### config.mk
export PLATFORM = sky130hd
export DESIGN_NAME = preamble_header_body_deframer
export DESIGN_NICKNAME = d
export VERILOG_FILES = /design/src/rtl/pbd_pkg.sv /design/src/rtl/pbd_match.sv /design/src/rtl/preamble_header_body_deframer.sv
export SDC_FILE = /design/constraint.sdc
export NUM_CORES = 1
export LEC_CHECK = 0
export BUFFER_PORTS_ARGS = -buffer_cell sky130_fd_sc_hd__buf_4
export CORE_MARGIN = 8
export CORE_UTILIZATION = 40
export CTS_CLUSTER_SIZE = 30
export DETAILED_ROUTE_END_ITERATION = 16
export SYNTH_ARGS = -nofsm -noshare
export SYNTH_HDL_FRONTEND = slang
export SYNTH_SLANG_ARGS = --single-unit
### constraint.sdc
create_clock -name aclk -period 4.5 [get_ports aclk]
set_clock_uncertainty 0.1 [all_clocks]
set_input_delay 0.45 -clock aclk [delete_from_list [all_inputs] [get_ports aclk]]
set_output_delay 0.45 -clock aclk [all_outputs]
set_load 0.005 [all_outputs]
### src/rtl/pbd_pkg.sv
package pbd_pkg;

    // Preamble window size in bytes
    localparam int MAX_PREAMBLE_BYTES = 8;
    localparam int WIN_W              = 8 * MAX_PREAMBLE_BYTES;
    localparam int LEN_W              = 4;

    // Header byte positions and the shortest legal header
    localparam logic [LEN_W-1:0] HDR_ACTION_INDEX = 4'd0;
    localparam logic [LEN_W-1:0] HDR_LEN_INDEX    = 4'd2;
    localparam logic [LEN_W-1:0] HDR_MIN_LEN      = 4'd3;

    // Configuration register indexes
    localparam int CFG_INDEX_W = 2;
    localparam logic [CFG_INDEX_W-1:0] REG_PREAMBLE_PATTERN = 2'd0;
    localparam logic [CFG_INDEX_W-1:0] REG_PREAMBLE_LENGTH  = 2'd1;
    localparam logic [CFG_INDEX_W-1:0] REG_HEADER_LENGTH    = 2'd2;

    typedef enum logic [1:0] {
        PARSE_HUNT,
        PARSE_HEADER,
        PARSE_BODY
    } parse_mode_t;

endpackage

### src/rtl/pbd_match.sv
module pbd_match
    import pbd_pkg::*;
(
    input  logic [WIN_W-1:0] window,      // window after the new byte
    input  logic [LEN_W-1:0] window_count, // count after the new byte
    input  logic [WIN_W-1:0] pattern,
    input  logic [LEN_W-1:0] preamble_length,
    output logic             hit
);

    logic [LEN_W-1:0] plen;
    logic [2:0]       shift_bytes;
    logic [WIN_W-1:0] seen;
    logic [WIN_W-1:0] mask;

    // Clamp preamble length into 1..MAX
    always_comb begin
        if (preamble_length == '0) begin
            plen = 4'd1;
        end else if (preamble_length > LEN_W'(MAX_PREAMBLE_BYTES)) begin
            plen = LEN_W'(MAX_PREAMBLE_BYTES);
        end else begin
            plen = preamble_length;
        end
    end

    // Newest plen bytes sit at the top of the window; bring them down
    assign shift_bytes = 3'(LEN_W'(MAX_PREAMBLE_BYTES) - plen);
    assign seen        = window >> {shift_bytes, 3'b000};

    // Byte mask for the compared bytes
    always_comb begin
        for (int i = 0; i < MAX_PREAMBLE_BYTES; i++) begin
            mask[8*i +: 8] = (LEN_W'(i) < plen) ? 8'hff : 8'h00;
        end
    end

    assign hit = (window_count >= plen) && (((seen ^ pattern) & mask) == '0);

endmodule

### src/rtl/preamble_header_body_deframer.sv
// Output: a body byte accepted at one edge is registered and shows on m_* in the next cycle.
// Throughput: one byte per cycle; s_tready drops only while a result is
//   held and m_tready is low. Preamble and header bytes give no result.
// Reset: synchronous, active low; clears the parser to preamble hunting,
//   empties the window and output, and loads pattern 0, preamble length 8,
//   header length 4.
module preamble_header_body_deframer
    import pbd_pkg::*;
(
    input  logic                   aclk,
    input  logic                   aresetn,
    // configuration write port
    input  logic                   cfg_we,
    input  logic [CFG_INDEX_W-1:0] cfg_index,
    input  logic [WIN_W-1:0]       cfg_wdata,
    // received bytes
    input  logic                   s_tvalid,
    output logic                   s_tready,
    input  logic [7:0]             s_tdata,   // [7:0] rx_byte
    // parsed body bytes
    output logic                   m_tvalid,
    input  logic                   m_tready,
    output logic [23:0]            m_tdata,   // [7:0] action_code, [15:8] body_length,
                                              // [23:16] body_byte
    output logic                   m_tuser,   // [0] empty_body
    output logic                   m_tlast    // last_byte
);

    // Configuration registers
    logic [WIN_W-1:0] pattern_reg;
    logic [LEN_W-1:0] pre_len_reg;
    logic [LEN_W-1:0] hdr_len_reg;

    // Parser state
    parse_mode_t      mode_reg, mode_next;
    logic [WIN_W-1:0] window_reg, window_next;
    logic [LEN_W-1:0] win_cnt_reg, win_cnt_next;
    logic [LEN_W-1:0] hdr_cnt_reg, hdr_cnt_next;
    logic [7:0]       action_reg, action_next;
    logic [7:0]       length_reg, length_next;
    logic [7:0]       body_cnt_reg, body_cnt_next;

    // Result register
    logic       out_valid_reg, out_valid_next;
    logic [7:0] out_action_reg, out_action_next;
    logic [7:0] out_length_reg, out_length_next;
    logic [7:0] out_byte_reg, out_byte_next;
    logic       out_empty_reg, out_empty_next;
    logic       out_last_reg, out_last_next;

    logic             accept;
    logic [WIN_W-1:0] shift_win;
    logic [LEN_W-1:0] shift_cnt;
    logic [LEN_W-1:0] hlen;
    logic [LEN_W-1:0] hdr_cnt_inc;
    logic [7:0]       body_cnt_inc;
    logic             hit;

    assign s_tready = !out_valid_reg || m_tready;
    assign accept   = s_tvalid && s_tready;

    // Window update while hunting
    assign shift_win = {s_tdata, window_reg[WIN_W-1:8]};
    assign shift_cnt = (win_cnt_reg < LEN_W'(MAX_PREAMBLE_BYTES)) ?
                       win_cnt_reg + 4'd1 : win_cnt_reg;

    pbd_match u_match (
        .window          (shift_win),
        .window_count    (shift_cnt),
        .pattern         (pattern_reg),
        .preamble_length (pre_len_reg),
        .hit             (hit)
    );

    assign hlen         = (hdr_len_reg < HDR_MIN_LEN) ? HDR_MIN_LEN : hdr_len_reg;
    assign hdr_cnt_inc  = hdr_cnt_reg + 4'd1;
    assign body_cnt_inc = body_cnt_reg + 8'd1;

    // Next state and result
    always_comb begin
        mode_next       = mode_reg;
        window_next     = window_reg;
        win_cnt_next    = win_cnt_reg;
        hdr_cnt_next    = hdr_cnt_reg;
        action_next     = action_reg;
        length_next     = length_reg;
        body_cnt_next   = body_cnt_reg;
        out_valid_next  = out_valid_reg && !m_tready;
        out_action_next = out_action_reg;
        out_length_next = out_length_reg;
        out_byte_next   = out_byte_reg;
        out_empty_next  = out_empty_reg;
        out_last_next   = out_last_reg;

        if (accept) begin
            unique case (mode_reg)
                PARSE_HEADER: begin
                    if (hdr_cnt_reg == HDR_ACTION_INDEX) begin
                        action_next = s_tdata;
                    end else if (hdr_cnt_reg == HDR_LEN_INDEX) begin
                        length_next = s_tdata;
                    end
                    hdr_cnt_next = hdr_cnt_inc;
                    if (hdr_cnt_inc >= hlen) begin
                        mode_next     = PARSE_BODY;
                        body_cnt_next = '0;
                    end
                end
                PARSE_BODY: begin
                    out_valid_next  = 1'b1;
                    out_action_next = action_reg;
                    out_length_next = length_reg;
                    if (length_reg == '0) begin
                        out_byte_next  = '0;
                        out_empty_next = 1'b1;
                        out_last_next  = 1'b1;
                    end else begin
                        out_byte_next  = s_tdata;
                        out_empty_next = 1'b0;
                        body_cnt_next  = body_cnt_inc;
                        out_last_next  = (body_cnt_inc == length_reg);
                    end
                    if (out_last_next) begin
                        mode_next    = PARSE_HUNT;
                        window_next  = '0;
                        win_cnt_next = '0;
                    end
                end
                default: begin
                    // hunting
                    mode_next    = PARSE_HUNT;
                    window_next  = shift_win;
                    win_cnt_next = shift_cnt;
                    if (hit) begin
                        window_next  = '0;
                        win_cnt_next = '0;
                        hdr_cnt_next = '0;
                        mode_next    = PARSE_HEADER;
                    end
                end
            endcase
        end
    end

    // Configuration writes
    always_ff @(posedge aclk) begin
        if (!aresetn) begin
            pattern_reg <= '0;
            pre_len_reg <= LEN_W'(MAX_PREAMBLE_BYTES);
            hdr_len_reg <= 4'd4;
        end else if (cfg_we) begin
            unique case (cfg_index)
                REG_PREAMBLE_PATTERN: pattern_reg <= cfg_wdata;
                REG_PREAMBLE_LENGTH:  pre_len_reg <= cfg_wdata[LEN_W-1:0];
                REG_HEADER_LENGTH:    hdr_len_reg <= cfg_wdata[LEN_W-1:0];
                default: ;
            endcase
        end
    end

    // Parser state and control
    always_ff @(posedge aclk) begin
        if (!aresetn) begin
            mode_reg      <= PARSE_HUNT;
            window_reg    <= '0;
            win_cnt_reg   <= '0;
            hdr_cnt_reg   <= '0;
            action_reg    <= '0;
            length_reg    <= '0;
            body_cnt_reg  <= '0;
            out_valid_reg <= 1'b0;
        end else begin
            mode_reg      <= mode_next;
            window_reg    <= window_next;
            win_cnt_reg   <= win_cnt_next;
            hdr_cnt_reg   <= hdr_cnt_next;
            action_reg    <= action_next;
            length_reg    <= length_next;
            body_cnt_reg  <= body_cnt_next;
            out_valid_reg <= out_valid_next;
        end
    end

    // Result payload
    always_ff @(posedge aclk) begin
        out_action_reg <= out_action_next;
        out_length_reg <= out_length_next;
        out_byte_reg   <= out_byte_next;
        out_empty_reg  <= out_empty_next;
        out_last_reg   <= out_last_next;
    end

    assign m_tvalid = out_valid_reg;
    assign m_tdata  = {out_byte_reg, out_length_reg, out_action_reg};
    assign m_tuser  = out_empty_reg;
    assign m_tlast  = out_last_reg;

endmodule

; ---- After elaboration in Yosys (flattened, before gate mapping)
; Cells that the tools add are included.
[op_classes]
bitwise_logic = 5
order_cmp = 13
add_sub_neg = 4
n_mux = 33
n_eq_ne = 9
n_reduce_logical = 23
shifts = 1
[op_table]
columns = op, n
row1 = $mux W64, 2
row2 = $pmux W64 S2, 1
row3 = $mux W8, 10
row4 = $and A64 B64 Y64, 1
row5 = $logic_not A64 Y1, 1
row6 = $shr A64 B6 Y64, 1
row7 = $xor A64 B64 Y64, 1
row8 = $mux W4, 7
row9 = $lt A3 B4 Y1 const A, 4
row10 = $pmux W4 S2, 2
row11 = $pmux W8 S2, 1
row12 = $reduce_and A3 Y1, 4
row13 = $add A4 B1 Y4 const B, 2
row14 = $add A8 B1 Y8 const B, 1
row15 = $eq A8 B8 Y1, 1
row16 = $ge A4 B4 Y1, 2
row17 = $logic_not A4 Y1, 2
row18 = $logic_not A8 Y1, 1
row19 = $lt A1 B4 Y1 const A, 2
row20 = $lt A2 B4 Y1 const A, 2
row21 = $reduce_and A2 Y1, 4
row22 = $reduce_and A4 Y1, 2
row23 = $mux W1, 7
row24 = $ne A2 B2 Y1 const B, 3
row25 = other kinds (15), 24
[word_totals]
in_bits = 79
elab_cells = 104
ff_bits = 197
output_inout_bits = 28

; ---- Longest topological paths before layout
; Gate-level depths: netlist of run 1.
[logic_depth]
ltp_word = 11
depth_mapped = 24
mapped_depth_nobuf = 15

; ---- Modules after synthesis
; A second synthesis of run 1 with hierarchy kept.
[hier_totals]
hier_cells = 1237
area_unflattened_um2 = 10557.6
[by_module_without_submodules]
columns = module, seq_area_each_um2, cells_each, area_each_um2, n_inst
row1 = preamble_header_body_deframer, 4043.9, 777, 7126.8, 1
row2 = pbd_match, 0.0, 460, 3430.8, 1

; ---- Least setup slack after synthesis of run 1
; Ideal clock, no wire load.
[synth_timing]
path_kind = flip-flop to flip-flop
start = register pre_len_reg[1]
end = register window_reg[60]
path_buffers = 8
setup_ps = 115
t_required_ps = 4285
stages_incl_launch_ff = 24
synth_period_minus_slack_ps = 4325
arrival_ps = 4110
path_slack_ps = 175
cell_sequence = dfxtp_1 buf_2 o21ba_1 buf_6 nor2_8 inv_4 buf_6 buf_6 ha_1 buf_4 clkbuf_1 clkbuf_1 or4b_2 a31oi_1 nand2_1 o221ai_1 xnor2_1 nand2_1 nor4_1 nand4_1 nand2_2 buf_2 a21oi_1 o21a_1
[synth_between]
elab_chain_len = 11
word_cells_on_any_way = 29
classes_between = add/sub: 1 / order compare: 10 / shift: 1 / mux: 12 / bitwise: 2 / reduce/logical: 3
[synth_rtl]
columns = item, line_no
row1 = from (decl), preamble_header_body_deframer.sv:31  ; logic [LEN_W-1:0] pre_len_reg;
row2 = from (signal assigned), preamble_header_body_deframer.sv:149  ; pre_len_reg <= LEN_W'(MAX_PREAMBLE_BYTES);
row3 = from (signal assigned), preamble_header_body_deframer.sv:154  ; REG_PREAMBLE_LENGTH: pre_len_reg <= cfg_wdata[LEN_W-1:0];
row4 = $gt A4 B4 Y1, pbd_match.sv:20  ; end else if (preamble_length > LEN_W'(MAX_PREAMBLE_BYTES)) begin
row5 = $mux W4, pbd_match.sv:20
row6 = $mux W4 (*), pbd_match.sv:18  ; if (preamble_length == '0) begin
row7 = $sub A1 B3 Y3, pbd_match.sv:28  ; assign shift_bytes = 3'(LEN_W'(MAX_PREAMBLE_BYTES) - plen);
row8 = $shr A64 B6 Y64, pbd_match.sv:29  ; assign seen = window >> {shift_bytes, 3'b000};
row9 = $xor A64 B64 Y64, pbd_match.sv:38  ; assign hit = (window_count >= plen) && (((seen ^ pattern) & mask) == '0);
row10 = $and A64 B64 Y64, pbd_match.sv:38
row11 = $logic_not A64 Y1, pbd_match.sv:38
row12 = $logic_and A1 B1 Y1 (*), pbd_match.sv:38
row13 = $mux W64 (*), preamble_header_body_deframer.sv:134  ; if (hit) begin
row14 = $pmux W64 S2 (*), preamble_header_body_deframer.sv:96  ; unique case (mode_reg)
row15 = to (signal assigned), preamble_header_body_deframer.sv:174  ; window_reg <= window_next;
row16 = to (decl), preamble_header_body_deframer.sv:36  ; logic [WIN_W-1:0] window_reg, window_next;
; Mark *: on every way between the ends. The rest lies on a longest branch, timed or not.
; A chain may end at the register's enable or synchronous reset.

; ---- Final worst setup path of run 1
[layout_timing]
start = register pre_len_reg[3]
end = register window_reg[47]
; Same word-level chain as after synthesis.

==> metrics.md, run 1 <==
| Metric | Value |
|---|---|
| Max-cap violations | 0 |
| Wire length per cell | between 15 and 20 microns |
| R2r startpoint | pre_len_reg[3] |
| Post-DP HPWL | about 24 mm |
| Register bit total from synthesis | 189 |
| Vias per cell | 5.63 |
| CORE AREA | 0.0288 sq mm |
| Routed Antenna Nets | 0 |
| Nature of the critical path startpoint | flop |
| R2r endpoint | window_reg[47] |
| Area grow syn2layout | 15.7% |
| Max Root-Sink Buffers | 2 |
| Critical path class | reg -> reg |
| Clk Latency, worst-skew pair | 0.44 ns |
| H-tree level count | 4 |
| Port bufs | around 110 |
| Vias in the first global route | 9,807 |
| Dpl ws | -0.107 ns |
| Top cells by area, synth | dfxtp_1 28%, edfxtp_1 6.7%, nand2_1 6.1%, mux2i_1 5.4%, a21boi_0 4.5% |
| Final Util | 47.0% |
| Global-route wire length before repair | roughly 55 mm |
| Fin crit period | 4.36 ns |
| Grt ovf | 0 |
| Clk sinks | 189 |
| GRT Resource Usage Total | between 10% and 20% |
| Initial antenna violation count | 0 |
| Capturing element type of the critical path | flop |
| Worst VDD drop | 231 uV |
| Placed cells | about 1,800 |
| Pre-antenna DRT Iters | 5 |
| Hold Path End | pattern_reg[24] |
| Largest net degree at the start of global routing | 102 |
| Fraction of registers with async set or reset after synthesis | 0% |
| Cell area after layout | 0.0135 sq mm |
| Setup ws final | 0.135 ns |
| Die H | 187 microns |
| Most used flip-flop cell after synthesis | dfxtp_1 |
| Hold Slack | roughly 0.16 ns |
| Outcome | finished clean |
| Total Wirelength | ~35 mm |
| Placed cell area | 0.0129 sq mm |
| DRC | 0 |
| Final GP Congestion | 0.909 |
| Pwr Density | around 290 mW/mm^2 |
| Crit path required time | 4.73 ns |
| Antenna Cells | 0 |
| Nets | 1,510 |
| Number of cells on the worst hold path | 3 |
| R2R depth | 17 |
| Initial drt markers | 824 |
| Highest clock rate | 229 MHz |
| Initial Util | 40.7% |
| CTS tree | yes |
| Mapped Cells | between 1,000 and 1,500 |
| Post-synth EDFFs | 26 |
| Post-Synthesis Net Count | 1,444 |
| Via count | 10,200 |
| HP Class | in -> reg |
| Most common cell in the netlist | nand2_1 |
| Slew Limit Fails | 0 |
| Worst Path Arrival | roughly 4.6 ns |
| Clock-pin slew on the worst setup and hold paths | around 0.080 ns |
| Unrepaired setup endpoints after global routing | no |
| Yosys cell types | 80 |
| Register area share after synthesis | 34.5% |
| Mean post-synth cell area | 8.68 sq um |
| DIE AREA | 0.0350 sq mm |
| Static leakage | 5.05 nW |
| Die Span X | 187 microns |
| Fin cells | 1,812 |
| Crit Path Max Fanout | 17 |
| Slew headroom | 35.9% |
| Hold Vio Cnt, Final | 0 |
| Max reg flops | 64 |
| Synth warn | 0 |
| Mapped cell area | 0.0117 sq mm |
| Fill cell count | 2,775 |
| Yosys top cell area share | 27.9% |
| Post-synth top cells | 190 x nand2_1, 163 x dfxtp_1, 92 x a21oi_1 |
| Layout cell share with drive strength beyond 1 | 16.7% |
| Tcrit/Tclk final | approximately 97% |
| Setup TNS | 0 ns |
| Synth area leader | dfxtp_1 |
| Num rows | 62 |
| Num CTS Buffers | 17 |
| Hold_sp | cfg_wdata[24] |
| Io pins | around 110 |
| Power Total | 3.90 mW |
| Flop2flop setup slack | 0.14 ns |
| Slew @ Worst Pin | 0.961 ns |
| Final setup vio count | 0 |
| Root Buffer | clkbuf_16 |
## layout by cell type, fill, tap and decap left out, types with 7 or more instances in the layout
cell       netlist  final
nand2b_1        20     20
xor2_1          26     26
nand4_1         15     15
o221ai_1         7      7
buf_4           10    150
xnor2_1         37     37
nor2b_1         32     32
nand2_1        190    190
a21oi_1         92     92
a211oi_1        11     11
ha_1            16     15
nor3_1           9      9
dfxtp_1        163    163
o21ai_0         30     29
inv_1           25     25
and3_1           7      7
mux2_2          11     11
and2_1          72     72
clkbuf_16        0     17
edfxtp_1        26     26
a21boi_0        70     70
a31oi_1         12     12
nand3b_1        56     56
mux4_2          17     17
nor2_1          38     37
o32ai_1         11     11
mux2i_1         63     62
nand3_1         21     21
o21a_1          64     64
a22o_1           7      7
## cell type report
type / count / area, sq um / share of cell area, %
multi-input cells: 1023 / 7050 / 52.0
clock inverters: 15 / 193 / 1.42
well taps: 384 / 480 / 3.55
clock buffers: 17 / 425 / 3.14
flip-flops and latches: 189 / 4040 / 29.9
inverters: 28 / 113 / 0.832
repair buffers: 156 / 1240 / 9.14
## how the worst max path moves through the flow
stage	from	to	cells after the start
floorplan	pre_len_reg[1]	window_reg[60]	23
global placement	pre_len_reg[1]	window_reg[39]	19
detailed placement	pre_len_reg[1]	window_reg[47]	19
CTS	pre_len_reg[1]	window_reg[47]	18
global route	pre_len_reg[3]	window_reg[21]	17
finish	pre_len_reg[3]	window_reg[47]	17
## per-layer routing
metal  up-vias  global-route usage, %  part of all wire (%)
met5         -                      0                     0
li1       4911                      -                     -
met4         0                   6.29                   2.4
met1      4897                   25.5                    44
met3        52                   4.40                   7.1
met2       349                   31.1                    46
## report_power, final
part,switching (mW),total [mW],internal [mW]
registers,0.0473,1.79,1.74
logic,0.291,0.518,0.227
clock network,0.782,1.59,0.808
total,1.12,3.90,2.78
## worst max-delay path, cell delays in order (launching register included)
cell       delay (ns)
dfxtp_1          0.38
buf_4            0.22
nor2b_1          0.16
buf_4            0.22
inv_6            0.07
xnor2_4          0.37
mux2_4           0.36
mux4_2           0.49
xnor2_1          0.16
o2111ai_1        0.16
nor4_2           0.41
buf_4            0.19
nand4_1          0.20
nand2_2          0.16
buf_12           0.17
buf_4            0.17
a21oi_1          0.08
o21a_1           0.18
## repair_timing
item / CTS / global route
endpoints found under the setup margin: 57 / 65
hold buffers: 0 / 0
pin swaps: 1 / 2
resized for setup: 1 / 5
hold endpoints to repair: 0 / 0
buffers inserted: 4 / 0
## logic make-up (layout without fill, tap and decap cells)
| group | count (synthesis) | in the layout | share of synthesized area, % |
|---|---|---|---|
| fa+ha+maj | 16 | 16 | 1.71 |
| flops | 189 | 189 | 34.5 |
| compound gates | 356 | 356 | 20.8 |
| mux | 92 | 92 | 9.84 |
| xor+xnor | 65 | 65 | 5.18 |
| simple gates | 494 | 494 | 22.4 |
| buf+inv | 137 | 216 | 5.48 |
No activity file was read; power rests on OpenSTA's default activity.
==> run 2: changes to the inputs <==
- SYNTH_HIERARCHICAL: not set -> 1
==> run 2 against run 1 <==
Sequential share of layout area rose by 2.8 points. Register-to-register slack is essentially flat. Global-route usage up 0.13 points. Combinational power decreased by 8.3%. Worst hold slack better by 0.0022 ns. Die area fell by 9.0%. Via count shrank 7.1%. Clock power decreased by 11%. First-iteration DRC count shrank 9.6%. Non-clock buffer count is 11 lower. Final cell count down 8.2%. Critical endpoint is now window_reg[36]. Final area down 8.7%.
==> metrics.md, run 2 <==
| Metric | Value |
|---|---|
| Vias in the first global route | 8,780 |
| Most used flip-flop cell after synthesis | dfxtp_1 |
| GRT Resource Usage Total | approximately a fifth |
| Mean post-synth cell area | 8.53 sq um |
| Pre-antenna DRT Iters | 6 |
| Commonest non-fill, non-tap cell in the layout | nand2_1 |
| Final Util | 47.6% |
| Storage cell area | 0.00404 sq mm |
| Post-DP HPWL | about 22 mm |
| Post-synth top cells | 256 x nand2_1, 163 x dfxtp_1, 104 x a21oi_1 |
| Placed cells | 1,626 |
| Worst Path Arrival | between 4 and 5 ns |
| H-tree level count | 4 |
| Antenna Cells | 0 |
| Die Span X | 178 microns |
| Fin cells | 1,663 |
| Max-cap violations | 0 |
| Nature of the critical path startpoint | flop |
| Hold Slack | 0.160 ns |
| M3 GR Usage | 3.68% |
| Max reg flops | 64 |
| Worst VDD drop | 241 uV |
| CTS tree | yes |
| Net Sw Frac | between 20% and 30% |
| Clock-pin slew on the worst setup and hold paths | 0.07 ns |
| Global-route wire length before repair | 49.0 mm |
| Critical path class | reg -> reg |
| Wire length per cell | 18.9 microns |
| Io pins | 107 |
| Seq pwr share | 48.6% |
| Comb pwr share | about an eighth |
| Via count | 9,480 |
| Most common cell in the netlist | nand2_1 |
| Tcrit/Tclk final | 96.7% |
| Number of cells on the worst hold path | 3 |
| Synth area leader | dfxtp_1 |
| Crit path required time | 4.68 ns |
| Outcome | finished clean |
| Area grow syn2layout | 17.1% |
| Switch Pwr | 1.00 mW |
| Hold Path End | pattern_reg[6] |
| R2R depth | 16 |
| Commonest non-fill, non-tap cells in the layout | 256 x nand2_1, 163 x dfxtp_1, 134 x buf_4, 104 x a21oi_1, 68 x mux2i_1 |
| R2r endpoint | window_reg[36] |
| GR peak layer | met2 |
| Final GP Congestion | 0.913 |
| Fraction of registers with async set or reset after synthesis | 0% |
| Die H | 178 microns |
| Mapped Cells | ~1,200 |
| Register bit total from synthesis | 189 |
| Static leakage | about 4.5 nW |
| P_int | 2.68 mW |
| Slew @ Worst Pin | 0.749 ns |
| Clk sinks | 189 |
| Capturing element type of the critical path | flop |
| Crit path launch | pre_len_reg[3] |
| Total Wirelength | 31.5 mm |
| Nets | 1,410 |
| Initial Util | 40.6% |
| R2r startpoint | pre_len_reg[3] |
| Highest clock rate | 230 MHz |
| DIE AREA | roughly 0.032 sq mm |
| Initial drt markers | 745 |
| Initial antenna violation count | 0 |
| Mapped cell area | 0.0106 sq mm |
| Hold_buf cts | 0 |
| Crit Path Max Fanout | 35 |
| M1 GR Usage | 25.0% |
| Root Buffer | clkbuf_16 |
| Layout cell share with drive strength beyond 1 | 17.2% |
| Setup TNS | 0 ns |
| CORE AREA | 0.0260 sq mm |
| Post-Synthesis Net Count | 1,332 |
| Yosys top cell area share | 30.9% |
| Post-synth EDFFs | 26 |
| Final setup vio count | 0 |
| Num rows | a little under 60 |
| Grt met2 use | 31.8% |
| Slew headroom | 50.1% |
| Hold Vio Cnt, Final | 0 |
| Num CTS Buffers | 17 |
| Pwr Density | ~300 mW/mm^2 |
| Power Total | 3.68 mW |
| Yosys cell types | 76 |
| Clk Latency, worst-skew pair | 0.45 ns |
| Fill cell count | 2,541 |
| Fin crit period | 4.35 ns |
| Vias per cell | 5.70 |
| Slew Limit Fails | 0 |
| Area of the multi-input gates | between 0.006 and 0.007 sq mm |
| Port bufs | 106 |
| DRC | 0 |
| Routed Antenna Nets | 0 |
| Clk pwr share | between 30 and 40% |
| Largest net degree at the start of global routing | 79 |
| Synth warn | 6 |
| Top cells by area, synth | dfxtp_1 31%, nand2_1 9.1%, edfxtp_1 7.4%, mux2i_1 6.7%, a21oi_1 4.9% |
| HP Class | in -> reg |
| Grt ovf | 0 |
| Flop2flop setup slack | 0.15 ns |
| Hold_sp | cfg_wdata[6] |
| Max Root-Sink Buffers | 2 |
| Register area share after synthesis | 38.3% |
==> run 2: layer usage <==
layer,routed length [microns],vias to the layer above
met1,13500,4519
met2,15000,279
li1,-,4610
met5,0,-
met3,1980,72
met4,1070,0
==> run 2: power groups by stage <==
stage | logic (mW) | registers (mW) | clock network (mW)
detailed placement | 0.455 | 1.83 | 0
finish | 0.475 | 1.79 | 1.42
CTS | 0.463 | 1.79 | 1.44
floorplan | 0.285 | 1.81 | 0
global placement | 0.451 | 1.83 | 0
global route | 0.514 | 1.79 | 1.51
==> run 2: worst max-delay path, stage by stage (launching register included) <==
cell and delay, ns:
dfxtp_1 0.35, buf_4 0.18, nor2b_1 0.34, buf_4 0.27, inv_1 0.13, a21oi_1 0.22, nor3_2 0.07, o21a_1 0.21
o41ai_2 0.56, o41ai_2 0.24, nor4_4 0.32, nand4_1 0.15, o21ai_0 0.20, o2111a_2 0.28, or4_4 0.21, buf_12 0.21
o22ai_1 0.12
==> run 2: cell type report <==
class / instances / area share [%]
clock inverters: 11 / 0.708
clock buffers: 21 / 3.64
multi-input cells: 941 / 49.3
inverters: 21 / 0.637
well taps: 335 / 3.39
repair buffers: 145 / 9.61
flip-flops and latches: 189 / 32.7
==> run 2: how the worst max path moves through the flow <==
stage,to
after CTS,window_reg[36]
after floorplan,win_cnt_reg[1]
after global placement,win_cnt_reg[0]
after detailed placement,win_cnt_reg[0]
after global routing,window_reg[36]
final,window_reg[36]
==> run 2: cells by family (layout without fill, tap and decap cells) <==
logic type	Yosys count	after routing	share of synthesized area [%]
mux	96	96	11.0
buf+inv	107	198	4.86
xor+xnor	62	62	5.32
compound gates	305	305	18.4
simple gates	462	462	20.3
fa+ha+maj	16	16	1.90
flops	189	189	38.3
==> run 2: stage by stage <==
stage	area (sq um)	worst slack, ns
5_1_grt	12400	-0.0839
2_1_floorplan	10600	-0.0377
3_3_place_gp	11700	-0.123
4_1_cts	12300	0.00468
6_report	12400	0.149
3_5_place_dp	11700	-0.146
==> run 2: timing repair <==
| action | in CTS | in global routing |
|---|---|---|
| setup buffers | 1 | 3 |
| gates resized for setup | 4 | 14 |
| pin swaps | 1 | 3 |
| hold endpoints to repair | 0 | 0 |
| gates cloned | 1 | 0 |
| setup endpoints to repair | 57 | 65 |
==> run 3: changes to the inputs <==
- REMOVE_ABC_BUFFERS: not set -> 1
==> run 3 against run 2 <==
Via count rose by 1.8%. Wire length is 2.2% higher. Sequential share of layout area is 0.23 points lower. Non-clock buffer count increased by 12. Fmax up 0.95%. Final area rose by 0.74%. Critical path depth up 2. Combinational power rose by 3%. First-iteration DRC count is 10% higher. Die area unchanged. Final cell count rose by 0.72%. Largest power group unchanged.
==> metrics.md, run 3 (synthesized netlist as in run 2, its figures left out) <==
| Metric | Value |
|---|---|
| CP Cell Sequence | o21ba_1, nor2_4, inv_2, ha_2, xnor2_4, buf_12, buf_4, mux2i_2, mux2i_1, xor2_1, o41a_1, nor4_4, nand4_1, nor3_2, o2111a_1, or4_4, clkbuf_16, o22ai_1 |
| Antenna Cells | 0 |
| Grt ovf | 0 |
| Commonest non-fill, non-tap cells in the layout | 256 x nand2_1, 162 x dfxtp_1, 148 x buf_4, 103 x a21oi_1, 70 x mux2i_1 |
| Fin crit period | 4.31 ns |
| Worst Path Arrival | around 4.5 ns |
| Root Buffer | clkbuf_16 |
| Final GP Congestion | 0.910 |
| Final setup vio count | 0 |
| Wire length per cell | 19.2 microns |
| Vias in the first global route | around 9,300 |
| Slew headroom | 47.3% |
| HP Class | in -> reg |
| CTS tree | yes |
| Hold Vio Cnt, Final | 0 |
| Unrepaired setup endpoints after global routing | no |
| Port bufs | between 100 and 150 |
| H-tree level count | 4 |
| Comb pwr share | a little over an eighth |
| Net Sw Frac | 28.0% |
| Num CTS Buffers | 17 |
| Fill cell count | 2,540 |
| Largest net degree at the start of global routing | 75 |
| DRC | 0 |
| Initial drt markers | 821 |
| CP bufs+invs | 4 |
| Hold Path End | pattern_reg[15] |
| Critical path class | reg -> reg |
| Clk sinks | 189 |
| Die Span X | between 150 and 200 microns |
| GRT Resource Usage Total | 19.8% |
| Seq pwr share | 47.9% |
| Io pins | 107 |
| Final Util | 47.9% |
| DIE AREA | 0.0318 sq mm |
| Post-DP HPWL | 22.6 mm |
| Nets | 1,422 |
| Tcrit/Tclk final | 95.8% |
| Max Root-Sink Buffers | 2 |
| CORE AREA | 0.0260 sq mm |
| Outcome | finished clean |
| Layout cell share with drive strength beyond 1 | 17.8% |
| Crit path required time | 4.69 ns |
| P_int | between 2 and 3 mW |
| Num rows | 59 |
| Initial antenna violation count | 0 |
| Post-CTS Setup Inserts | 0 |
| Crit Path Max Fanout | 20 |
| Clk pwr share | 39.0% |
| Placed cells | 1,642 |
| Vias per cell | between 5 and 6 |
| Pwr Density | 299 mW/mm^2 |
| R2r startpoint | pre_len_reg[2] |
| Slew @ Worst Pin | 0.790 ns |
| Static leakage | between 4 and 5 nW |
| Global-route wire length before repair | about 50 mm |
| Capturing element type of the critical path | flop |
| Number of cells on the worst hold path | 3 |
| Routed Antenna Nets | 0 |
| Total Wirelength | 32.2 mm |
| Max reg flops | 64 |
| CP delay by family, top | simple AND/OR/NAND/NOR gates |
| Worst path max stage delay | 0.37 ns |
| Fin cells | 1,675 |
| Hold Slack | 0.151 ns |
| Clk Latency, worst-skew pair | approximately 0.44 ns |
| Nature of the critical path startpoint | flop |
| Switch Pwr | about 1.0 mW |
| Clock-pin slew on the worst setup and hold paths | 0.08 ns |
| Initial Util | roughly two fifths |
| Critical-path top delay cell | o41a_1 |
| Worst VDD drop | around 210 uV |
| R2R depth | 18 |
| Area grow syn2layout | 18.0% |
| Die H | 178 microns |
| Via count | roughly 9,600 |
| Hold_sp | cfg_wdata[15] |
| Flop2flop setup slack | 0.19 ns |
| Commonest non-fill, non-tap cell in the layout | nand2_1 |
| Pre-antenna DRT Iters | 6 |
| Max-cap violations | 0 |
| Slew Limit Fails | 0 |
| Highest clock rate | 232 MHz |
| R2r endpoint | window_reg[49] |
| Power Total | 3.73 mW |
run 3: cell count changes in the layout (fill, tap and decap cells not counted), sizes merged:
cell / previous run / this run
buf: 145 / 156
clkinvlp: 4 / 3
inv: 25 / 26
clkinv: 3 / 6
clkbuf: 21 / 19
run 3: through the flow:
stage	cell area (sq um)	setup TNS, ns	setup slack (ns)
floorplan	10100	-167.96	-2.84
global placement	11800	-0.0609	-0.0244
detailed placement	11800	-1.04	-0.0735
CTS	12400	0	0.00503
global route	12500	0	0.0148
finish	12500	0	0.190
run 3: how the worst max path moves through the flow:
stage | startpoint | end | slack (ns) | cells past startpoint
2_1_floorplan | pre_len_reg[2] | win_cnt_reg[0] | -2.84 | 18
3_3_place_gp | pre_len_reg[0] | hdr_cnt_reg[3] | -0.02 | 19
3_5_place_dp | pre_len_reg[0] | hdr_cnt_reg[2] | -0.07 | 19
4_1_cts | pre_len_reg[0] | win_cnt_reg[0] | 0.005 | 19
5_1_grt | pre_len_reg[2] | hdr_cnt_reg[3] | 0.01 | 19
6_report | pre_len_reg[2] | window_reg[49] | 0.19 | 18
run 3: cell type report:
class / count / area [sq um] / share of cell area [%]
Inverter: 21 / 80.1 / 0.643
Multi-Input combinational cell: 941 / 6080 / 48.8
Clock inverter: 14 / 128 / 1.02
Tap cell: 335 / 419 / 3.36
Timing Repair Buffer: 157 / 1280 / 10.3
Sequential cell: 189 / 4050 / 32.5
Clock buffer: 18 / 429 / 3.44
run 3: what timing repair did:
| item | in CTS | in global routing |
|---|---|---|
| hold buffers | 0 | 0 |
| resized for setup | 3 | 14 |
| setup endpoints to repair | 46 | 64 |
| pin swaps | 0 | 5 |
| gates cloned | 0 | 1 |
run 3: worst register-to-register path: stages (launching register included):
cell	delay [ns]
dfxtp_1	0.32
o21ba_1	0.22
nor2_4	0.11
inv_2	0.05
ha_2	0.21
xnor2_4	0.25
buf_12	0.21
buf_4	0.18
mux2i_2	0.28
mux2i_1	0.14
xor2_1	0.18
o41a_1	0.37
nor4_4	0.33
nand4_1	0.24
nor3_2	0.21
o2111a_1	0.23
or4_4	0.22
clkbuf_16	0.22
o22ai_1	0.10
run 3: power by group through the flow:
stage	logic (mW)	clock network (mW)	registers, mW
final	0.488	1.45	1.79
after global placement	0.461	0	1.82
after detailed placement	0.465	0	1.82
after global routing	0.525	1.55	1.79
after floorplan	0.252	0	1.81
after CTS	0.470	1.48	1.79
run 3: metal layers:
metal	part of all wire, %	global-route usage [%]
met3	5.9	4.04
met5	0	0
met2	47	32.7
met1	44	25.1
met4	3.3	7.65
